File: config.mk
export PLATFORM = sky130hd
export DESIGN_NAME = text_console_char_writer
export DESIGN_NICKNAME = d
export VERILOG_FILES = /design/src/rtl/tccw_pkg.sv /design/src/rtl/tccw_front.sv /design/src/rtl/tccw_queue.sv /design/src/rtl/tccw_back.sv /design/src/rtl/text_console_char_writer.sv
export VERILOG_INCLUDE_DIRS = /design/src /design/src/rtl
export SDC_FILE = /design/constraint.sdc
export NUM_CORES = 1
export LEC_CHECK = 0
export BUFFER_PORTS_ARGS = -buffer_cell sky130_fd_sc_hd__buf_2
export CAP_MARGIN = 20
export CORE_ASPECT_RATIO = 0.9
export CORE_UTILIZATION = 40
export DETAILED_ROUTE_END_ITERATION = 10
export PLACE_DENSITY_LB_ADDON = 0.3
export SLEW_MARGIN = 30
export SYNTH_ARGS = -nofsm -noshare
export SYNTH_HDL_FRONTEND = slang
export SYNTH_SLANG_ARGS = --single-unit
File: constraint.sdc
create_clock -name clk -period 4.9 [get_ports clk]
set_input_delay 0.735 -clock clk [delete_from_list [all_inputs] [get_ports clk]]
set_output_delay 0.735 -clock clk [all_outputs]
set_load 0.005 [all_outputs]
File: src/rtl/text_console_char_writer_macros.svh
// ----------------------------------------------------------------------------
// Text console character writer: assertion macros
// Concurrent checks clocked on clk and masked while arst_n is low.
// ----------------------------------------------------------------------------
`ifndef TEXT_CONSOLE_CHAR_WRITER_MACROS_SVH
`define TEXT_CONSOLE_CHAR_WRITER_MACROS_SVH

`ifndef SYNTHESIS

// Condition must hold at every clock edge out of reset.
`define TCCW_ASSERT_ALWAYS(label, cond) \
	label: assert property (@(posedge clk) disable iff (!arst_n) (cond)) \
		else $error("assertion failed");

// Consequent must hold in the cycle after the antecedent.
`define TCCW_ASSERT_NEXT(label, ante, cons) \
	label: assert property (@(posedge clk) disable iff (!arst_n) (ante) |=> (cons)) \
		else $error("assertion failed");

`else

`define TCCW_ASSERT_ALWAYS(label, cond)
`define TCCW_ASSERT_NEXT(label, ante, cons)

`endif

`endif

File: src/rtl/tccw_pkg.sv
// ----------------------------------------------------------------------------
// tccw_pkg
// Screen geometry, character codes and shared types of the console writer.
// ----------------------------------------------------------------------------
`default_nettype none

package tccw_pkg;

	// screen geometry
	localparam int COLUMNS    = 80;
	localparam int LINES      = 25;
	localparam int TAB_SPACES = 8;

	// fixed field widths
	localparam int CHAR_W = 8;
	localparam int ADDR_W = 11;
	localparam int COL_W  = 7;
	localparam int ROW_W  = 5;

	// row base plus column never exceeds LINES*COLUMNS-1
	localparam int ROWB_W = $clog2(LINES * COLUMNS);
	localparam int SUM_W  = (ROWB_W > ADDR_W) ? ROWB_W : ADDR_W;
	localparam int TAB_W  = (TAB_SPACES > 1) ? $clog2(TAB_SPACES) : 1;

	// command queue between front and back (depth is a power of two)
	localparam int QDEPTH  = 4;
	localparam int QPTR_W  = $clog2(QDEPTH);
	localparam int QCNT_W  = $clog2(QDEPTH + 1);

	// control character codes
	localparam logic [CHAR_W-1:0] CH_BACKSPACE = 8'd8;
	localparam logic [CHAR_W-1:0] CH_TAB       = 8'd9;
	localparam logic [CHAR_W-1:0] CH_NEWLINE   = 8'd10;
	localparam logic [CHAR_W-1:0] CH_CR        = 8'd13;
	localparam logic [CHAR_W-1:0] CH_SPACE     = 8'd32;
	localparam logic [CHAR_W-1:0] CLEAR_COLOR  = 8'd15;

	typedef enum logic [2:0] {
		OP_PRINT,
		OP_NEWLINE,
		OP_BKSP,
		OP_TAB,
		OP_CR
	} op_t;

	typedef enum logic [1:0] {
		KIND_CELL  = 2'd0,
		KIND_CLEAR = 2'd1,
		KIND_MOVE  = 2'd2
	} kind_t;

	typedef struct packed {
		op_t              op;
		logic [CHAR_W-1:0] ch;
		logic [CHAR_W-1:0] color;
	} cmd_t;

endpackage

`default_nettype wire

File: src/rtl/tccw_front.sv
// ----------------------------------------------------------------------------
// tccw_front
// Accepts character transfers and classifies them into queue commands.
// ----------------------------------------------------------------------------
`default_nettype none

module tccw_front
	import tccw_pkg::*;
(
	input  wire logic              push,
	input  wire logic [CHAR_W-1:0] char_code,
	input  wire logic [CHAR_W-1:0] attr_color,
	input  wire logic              q_full,
	output      logic              q_wr,
	output      cmd_t              q_wr_data
);

	op_t op;

	always_comb begin
		unique case (char_code)
			CH_NEWLINE:   op = OP_NEWLINE;
			CH_BACKSPACE: op = OP_BKSP;
			CH_TAB:       op = OP_TAB;
			CH_CR:        op = OP_CR;
			default:      op = OP_PRINT;
		endcase
	end

	assign q_wr            = push && !q_full;
	assign q_wr_data.op    = op;
	assign q_wr_data.ch    = char_code;
	assign q_wr_data.color = attr_color;

endmodule

`default_nettype wire

File: src/rtl/tccw_queue.sv
// ----------------------------------------------------------------------------
// tccw_queue
// Short command queue that decouples the front from the back.
// ----------------------------------------------------------------------------
`default_nettype none

`include "text_console_char_writer_macros.svh"

module tccw_queue
	import tccw_pkg::*;
(
	input  wire logic clk,
	input  wire logic arst_n,
	input  wire logic wr,
	input  wire cmd_t wr_data,
	output      logic full,
	input  wire logic rd,
	output      cmd_t rd_data,
	output      logic empty
);

	cmd_t              mem_q [QDEPTH];
	logic [QPTR_W-1:0] wr_ptr_q;
	logic [QPTR_W-1:0] rd_ptr_q;
	logic [QCNT_W-1:0] count_q;

	assign full    = (count_q == QCNT_W'(QDEPTH));
	assign empty   = (count_q == '0);
	assign rd_data = mem_q[rd_ptr_q];

	always_ff @(posedge clk) begin
		if (wr) begin
			mem_q[wr_ptr_q] <= wr_data;
		end
	end

	always_ff @(posedge clk or negedge arst_n) begin
		if (!arst_n) begin
			wr_ptr_q <= '0;
			rd_ptr_q <= '0;
			count_q  <= '0;
		end else begin
			if (wr) begin
				wr_ptr_q <= wr_ptr_q + 1'b1;
			end
			if (rd) begin
				rd_ptr_q <= rd_ptr_q + 1'b1;
			end
			if (wr && !rd) begin
				count_q <= count_q + 1'b1;
			end else if (rd && !wr) begin
				count_q <= count_q - 1'b1;
			end
		end
	end

	`TCCW_ASSERT_ALWAYS(a_q_no_overrun, !(wr && full && !rd))
	`TCCW_ASSERT_ALWAYS(a_q_no_underrun, !(rd && empty))

endmodule

`default_nettype wire

File: src/rtl/tccw_back.sv
// ----------------------------------------------------------------------------
// tccw_back
// Holds the cursor, expands commands into results and registers them.
// ----------------------------------------------------------------------------
`default_nettype none

`include "text_console_char_writer_macros.svh"

module tccw_back
	import tccw_pkg::*;
(
	input  wire logic              clk,
	input  wire logic              arst_n,
	input  wire cmd_t              cmd,
	input  wire logic              q_empty,
	output      logic              q_rd,
	input  wire logic              pop,
	output      logic              empty,
	output      logic [1:0]        kind,
	output      logic [ADDR_W-1:0] cell_address,
	output      logic [CHAR_W-1:0] cell_char,
	output      logic [CHAR_W-1:0] cell_color,
	output      logic [ADDR_W-1:0] cursor_position,
	output      logic              row_overflow,
	output      logic              last
);

	logic [COL_W-1:0]  col_q;
	logic [ROW_W-1:0]  row_q;
	logic [SUM_W-1:0]  row_base_q;
	logic [TAB_W-1:0]  tab_cnt_q;
	logic              out_valid_q;

	kind_t             kind_q;
	logic [ADDR_W-1:0] addr_q;
	logic [CHAR_W-1:0] char_q;
	logic [CHAR_W-1:0] color_q;
	logic [ADDR_W-1:0] cursor_q;
	logic              ovf_q;
	logic              last_q;

	logic              advance;
	logic              fire;
	logic              tab_last;
	logic              at_last_row;
	logic              wrap;
	logic [ROW_W-1:0]  brk_row;
	logic [SUM_W-1:0]  brk_base;
	logic [COL_W-1:0]  cell_col;
	logic [ROW_W-1:0]  nxt_row;
	logic [SUM_W-1:0]  nxt_base;
	logic [COL_W-1:0]  nxt_col;
	kind_t             res_kind;
	logic [SUM_W-1:0]  res_addr;
	logic [CHAR_W-1:0] res_char;
	logic [CHAR_W-1:0] res_color;
	logic              res_ovf;
	logic [SUM_W-1:0]  cursor_sum;

	assign advance  = !out_valid_q || pop;
	assign fire     = advance && !q_empty;
	assign tab_last = (tab_cnt_q == TAB_W'(TAB_SPACES - 1));
	assign q_rd     = fire && ((cmd.op != OP_TAB) || tab_last);

	// line break: advance the row unless already on the last line
	assign at_last_row = (row_q == ROW_W'(LINES - 1));
	assign brk_row     = at_last_row ? row_q : row_q + 1'b1;
	assign brk_base    = at_last_row ? row_base_q : row_base_q + SUM_W'(COLUMNS);
	assign wrap        = (col_q >= COL_W'(COLUMNS - 1));

	always_comb begin
		nxt_row   = row_q;
		nxt_base  = row_base_q;
		nxt_col   = col_q;
		cell_col  = col_q;
		res_kind  = KIND_CELL;
		res_addr  = '0;
		res_char  = CH_SPACE;
		res_color = cmd.color;
		res_ovf   = 1'b0;
		unique case (cmd.op) inside
			OP_NEWLINE: begin
				nxt_row   = brk_row;
				nxt_base  = brk_base;
				nxt_col   = '0;
				res_kind  = KIND_MOVE;
				res_char  = '0;
				res_color = '0;
				res_ovf   = at_last_row;
			end
			OP_BKSP: begin
				cell_col = (col_q != '0) ? col_q - 1'b1 : col_q;
				nxt_col  = cell_col;
				res_addr = row_base_q + SUM_W'(cell_col);
			end
			OP_CR: begin
				nxt_col   = '0;
				res_kind  = KIND_CLEAR;
				res_addr  = row_base_q;
				res_color = CLEAR_COLOR;
			end
			OP_PRINT, OP_TAB: begin
				// on the last column, wrap first, then write the cell at the new column 0
				if (wrap) begin
					nxt_row  = brk_row;
					nxt_base = brk_base;
					cell_col = '0;
					res_ovf  = at_last_row;
				end
				nxt_col  = cell_col + 1'b1;
				res_addr = nxt_base + SUM_W'(cell_col);
				if (cmd.op == OP_TAB) begin
					res_color = CLEAR_COLOR;
				end else begin
					res_char = cmd.ch;
				end
			end
			default: begin
			end
		endcase
		cursor_sum = nxt_base + SUM_W'(nxt_col);
	end

	always_ff @(posedge clk or negedge arst_n) begin
		if (!arst_n) begin
			col_q       <= '0;
			row_q       <= '0;
			row_base_q  <= '0;
			tab_cnt_q   <= '0;
			out_valid_q <= 1'b0;
		end else begin
			if (advance) begin
				out_valid_q <= !q_empty;
			end
			if (fire) begin
				col_q      <= nxt_col;
				row_q      <= nxt_row;
				row_base_q <= nxt_base;
				if (cmd.op == OP_TAB) begin
					tab_cnt_q <= tab_last ? '0 : tab_cnt_q + 1'b1;
				end
			end
		end
	end

	always_ff @(posedge clk) begin
		if (fire) begin
			kind_q   <= res_kind;
			addr_q   <= res_addr[ADDR_W-1:0];
			char_q   <= res_char;
			color_q  <= res_color;
			cursor_q <= cursor_sum[ADDR_W-1:0];
			ovf_q    <= res_ovf;
			last_q   <= (cmd.op != OP_TAB) || tab_last;
		end
	end

	assign empty           = !out_valid_q;
	assign kind            = kind_q;
	assign cell_address    = addr_q;
	assign cell_char       = char_q;
	assign cell_color      = color_q;
	assign cursor_position = cursor_q;
	assign row_overflow    = ovf_q;
	assign last            = last_q;

	`TCCW_ASSERT_ALWAYS(a_col_range, col_q <= COL_W'(COLUMNS - 1))
	`TCCW_ASSERT_ALWAYS(a_row_base, row_base_q == SUM_W'(row_q * COLUMNS))
	`TCCW_ASSERT_NEXT(a_tab_holds_head, fire && (cmd.op == OP_TAB) && !tab_last, !q_empty)

endmodule

`default_nettype wire

File: src/rtl/text_console_char_writer.sv
// ----------------------------------------------------------------------------
// text_console_char_writer
// Text console cursor engine: turns character transfers into cell writes,
// line clears and cursor moves on a COLUMNS x LINES screen.
// A transfer passes through the command queue and the result register.
// Throughput: one character per cycle while not full; a tab holds the
// back end for TAB_SPACES space results, one per cycle while popped, while
// the command queue keeps taking characters until its QDEPTH entries fill.
// Reset: cursor at row 0, column 0; queue and result register empty.
// ----------------------------------------------------------------------------
`default_nettype none

module text_console_char_writer
	import tccw_pkg::*;
(
	input  wire logic              clk,
	input  wire logic              arst_n,
	// character side
	input  wire logic              push,
	output      logic              full,
	input  wire logic [CHAR_W-1:0] char_code,
	input  wire logic [CHAR_W-1:0] attr_color,
	// result side
	output      logic              empty,
	input  wire logic              pop,
	output      logic [1:0]        kind,
	output      logic [ADDR_W-1:0] cell_address,
	output      logic [CHAR_W-1:0] cell_char,
	output      logic [CHAR_W-1:0] cell_color,
	output      logic [ADDR_W-1:0] cursor_position,
	output      logic              row_overflow,
	output      logic              last
);

	// front to queue
	logic q_wr;
	cmd_t q_wr_data;
	logic q_full;

	// queue to back
	logic q_rd;
	cmd_t q_rd_data;
	logic q_empty;

	assign full = q_full;

	// Classify each transfer; control codes become their own commands.
	tccw_front u_front (
		.push       (push),
		.char_code  (char_code),
		.attr_color (attr_color),
		.q_full     (q_full),
		.q_wr       (q_wr),
		.q_wr_data  (q_wr_data)
	);

	// Hold commands while the back end is busy with a tab or a stalled result.
	tccw_queue u_queue (
		.clk     (clk),
		.arst_n  (arst_n),
		.wr      (q_wr),
		.wr_data (q_wr_data),
		.full    (q_full),
		.rd      (q_rd),
		.rd_data (q_rd_data),
		.empty   (q_empty)
	);

	// Advance the cursor and register one result per cycle while commands wait and results are popped; the result
	// register refills in the same cycle it is popped.
	tccw_back u_back (
		.clk             (clk),
		.arst_n          (arst_n),
		.cmd             (q_rd_data),
		.q_empty         (q_empty),
		.q_rd            (q_rd),
		.pop             (pop),
		.empty           (empty),
		.kind            (kind),
		.cell_address    (cell_address),
		.cell_char       (cell_char),
		.cell_color      (cell_color),
		.cursor_position (cursor_position),
		.row_overflow    (row_overflow),
		.last            (last)
	);

endmodule

`default_nettype wire
==> metrics.yaml <==
status: "finished, final reports clean"
synth_ff_type: "edfxtp_1"
io_pins: 64
vias: 4555
wl_met3_um: 688
route.detailed.drc: 0
finalWorstSetupSlack_ns: 0.641
clockBufferDepth: 2
post-cts-setup-buffers: 0
hold_violations: 0
cts-root-buf: "clkbuf_16"
cp-end-kind: "register"
antenna_found_initial: 0
crit_required_ns: 5.06
coreArea_um2: 17600
grt_pass1_wl_um: 24700
critical_path_buf_inv_count: 0
critPathLaunchType: "register"
rsz0062_at_grt: "false"
htree_levels: 4
dp_hpwl_um: 10700
met2_length_um: 7340
antenna_cells: 0
ant_nets: 0
syn_inst: 546
path_clk_slew_ns: 0.06
grt_max_degree: 49
final-max-slew-violation-count: 0
drt_iter0_markers: 314
fin_skew_ns: 0.00707
final_util_pct: 47.5
grt.total_usage_pct: 18.1
cpLargestDelayFamily: "compound AO/OA/AOI/OAI gates"
cp_num_cells: 17
hold_class: "in -> async"
num_rows: 46
critical_path.reg2reg.startpoint: "u_back.col_q[0]$_DFFE_PN0P_"
timing.fmax_mhz: 235
synth_edf_count: 118
die_y_um: 129
drt_wl_total_um: 15600
cts_inserted_buffers: 17
cts_hold_buffers: 0
final.setup.tns_ns: 0
period_share_pct: 86.9
fp.dieArea_um2: 18400
cpPeakStageDelay_ns: 0.50
ys_ff_latch: 148
p_leak_nw: 3.25
period_needed_ns: 4.26
crit_end: "u_back.cursor_position[9]$_DFFE_PP_"
crit_type: "reg -> reg"
syn_area_per_cell_um2: 13.1
die_w_um: 143
r2r_cells: 17
vdd_drop_max_mv: 0.276
crit_arrival_ns: 4.42
io_buffer_count: 63
yosys_warnings: 0
drive_gt1_share_pct: 23.2
rrSetupSlack_ns: 0.64
clkSinkCount: 148
gp_congestion: 0.911
area_growth_pct: 16.7
post_cts_resized: 0
finalNetCount: 658
highest-signal-layer: "met4"
slew_headroom_pct: 48.3
synthArstFlopShare_pct: 20.3
finalSetupViolCount: 0
vias_per_cell: 5.27
syn-num-nets: 592
overflow: 0
startpoint: "u_back.col_q[0]$_DFFE_PN0P_"
worstMarginPinSlew_ns: 0.767
first_pass_iters: 5
crit_top_cell: "a21oi_1"
cts_tree: "yes"
synthDistinctLibCells: 55
syn_area_um2: 7150
crit_slowest_cell: "dfrtp_1"
grt_pass1_vias: 4627
cap_viol_max_count: 0
critical_path_peak_fanout: 10
place_ws_ns: 0.685
ys_seq_area_share_pct: 60.0
initial_core_util_pct: 40.7
num-fill-cells: 1543
powerDensity_nw_per_um2: 673
path_cells: "ha_1 > a21oi_1 > o21ai_0 > a21oi_1 > ha_1 > and3_1 > a31o_2 > a22oi_1 > o21ai_0 > mux2_2 > ha_1 > a21oi_1 > a21oi_1 > nand2b_1 > o2bb2ai_1 > o41ai_2 > xnor2_1"
wl_met1_um: 7250
clkLatencyLatePin_ns: 0.42
routedWlPerCell_um: 18.0
r2r_end: "u_back.cursor_position[9]$_DFFE_PP_"
finish.instance_area_um2: 8350
place_area_um2: 7730
[final cells by class]
type | count | area, µm² | share of cell area, %
inverter | 22 | 82.6 | 0.989
sequential | 148 | 4290 | 51.4
tap | 240 | 300 | 3.60
clock inverter | 14 | 190 | 2.28
multi-input combinational | 352 | 2680 | 32.1
timing repair buffer | 71 | 375 | 4.50
clock buffer | 17 | 425 | 5.10
[worst min path at each step]
stage                                    from                             end  slack [ns]  cells after the start
3_3_place_gp   u_queue.count_q[2]$_DFFE_PN0P_  u_queue.count_q[2]$_DFFE_PN0P_        0.47                      1
4_1_cts                                arst_n     u_back.col_q[0]$_DFFE_PN0P_        0.39                      1
5_1_grt                                arst_n     u_back.col_q[0]$_DFFE_PN0P_        0.43                      1
3_5_place_dp      u_back.row_q[4]$_DFFE_PN0P_     u_back.row_q[4]$_DFFE_PN0P_        0.49                      1
2_1_floorplan                          arst_n     u_back.col_q[0]$_DFFE_PN0P_        0.44                      0
6_report                               arst_n     u_back.col_q[0]$_DFFE_PN0P_        0.38                      1
[through the flow]
stage | power (W) | instances | hold WS [ns]
3_5_place_dp | 0.00427 | 833 | 0.486
3_3_place_gp | 0.00423 | 833 | 0.473
6_report | 0.00562 | 864 | 0.376
5_1_grt | 0.00596 | 864 | 0.430
2_1_floorplan | 0.00356 | 546 | 0.439
4_1_cts | 0.00565 | 864 | 0.387
[cells in the final DEF, fill, tap and decap left out, types with 14 or more instances in the layout]
master,synthesis,routed
and3_1,14,14
buf_2,3,63
nand2_1,42,42
edfxtp_1,118,118
clkbuf_16,0,17
xnor2_1,27,27
dfrtp_1,30,30
inv_1,19,19
o21ai_0,33,33
a21oi_1,22,22
nor2_1,36,36
xor2_1,14,14
nor3_1,16,16
ha_1,22,22
mux4_2,18,18
[per-layer routing]
metal / vias up / GRT usage, %
li1: 2164 / -
met1: 2244 / 24.3
met2: 126 / 28.5
met3: 21 / 4.65
met4: 0 / 6.51
met5: - / 0
[Yosys cell counts (all sizes together) (2+ instances only)]
library cell | n | area, µm²
fa | 4 | 80.1
o21ai | 33 | 165
or2 | 3 | 18.8
nor3 | 17 | 90.1
nor2b | 5 | 38.8
mux2 | 9 | 101
nor3b | 4 | 30.0
a31oi | 4 | 25.0
o22ai | 2 | 12.5
buf | 8 | 45.0
inv | 19 | 71.3
mux4 | 18 | 405
a22oi | 7 | 52.6
dfrtp | 30 | 751
edfxtp | 118 | 3540
a221o | 3 | 30.0
xor2 | 14 | 123
nand2 | 42 | 158
nand4 | 3 | 18.8
nand2b | 4 | 25.0
ha | 22 | 275
nand3 | 9 | 45.0
o31ai | 3 | 22.5
xnor2 | 27 | 236
and2 | 7 | 43.8
o21a | 2 | 15.0
nor2 | 37 | 146
a21o | 7 | 52.6
and3 | 14 | 87.6
clkbuf | 16 | 60.1
or3 | 4 | 25.0
nand4b | 2 | 17.5
o2bb2ai | 4 | 35.0
mux2i | 4 | 40.0
clkinv | 3 | 11.3
a21oi | 22 | 110
nor4 | 4 | 25.0
[flip-flops by register name, summed over array words and instances (netlist names)]
name and count:
u_queue.mem_q 76, u_back.cell_address 11, u_back.cursor_position 11, u_back.cell_char 8
u_back.cell_color 8, u_back.col_q 7, u_back.row_base_q 7, u_back.row_q 5
u_back.tab_cnt_q 3, u_queue.count_q 3, u_back.kind 2, u_queue.rd_ptr_q 2
u_queue.wr_ptr_q 2, u_back.last 1, u_back.out_valid_q 1, u_back.row_overflow 1
[report_power, final]
group          internal (W)  switching (W)  total [W]
clock network      0.000815       0.000552    0.00137
registers           0.00188       0.000289    0.00217
logic              0.000881        0.00120    0.00208
[cell families (layout without fill, tap and decap cells)]
kind of cell / after synthesis / after routing / share of synthesized area (%)
flip-flops: 148 / 148 / 60.0
multiplexers: 31 / 31 / 7.65
XOR/XNOR: 41 / 41 / 5.02
AND/OR/NAND/NOR: 159 / 159 / 11.2
AO/OA/AOI/OAI: 95 / 95 / 8.45
buffers and inverters: 46 / 124 / 2.62
adder cells (fa/ha/maj): 26 / 26 / 4.97
(Power assumes the default switching activity.)
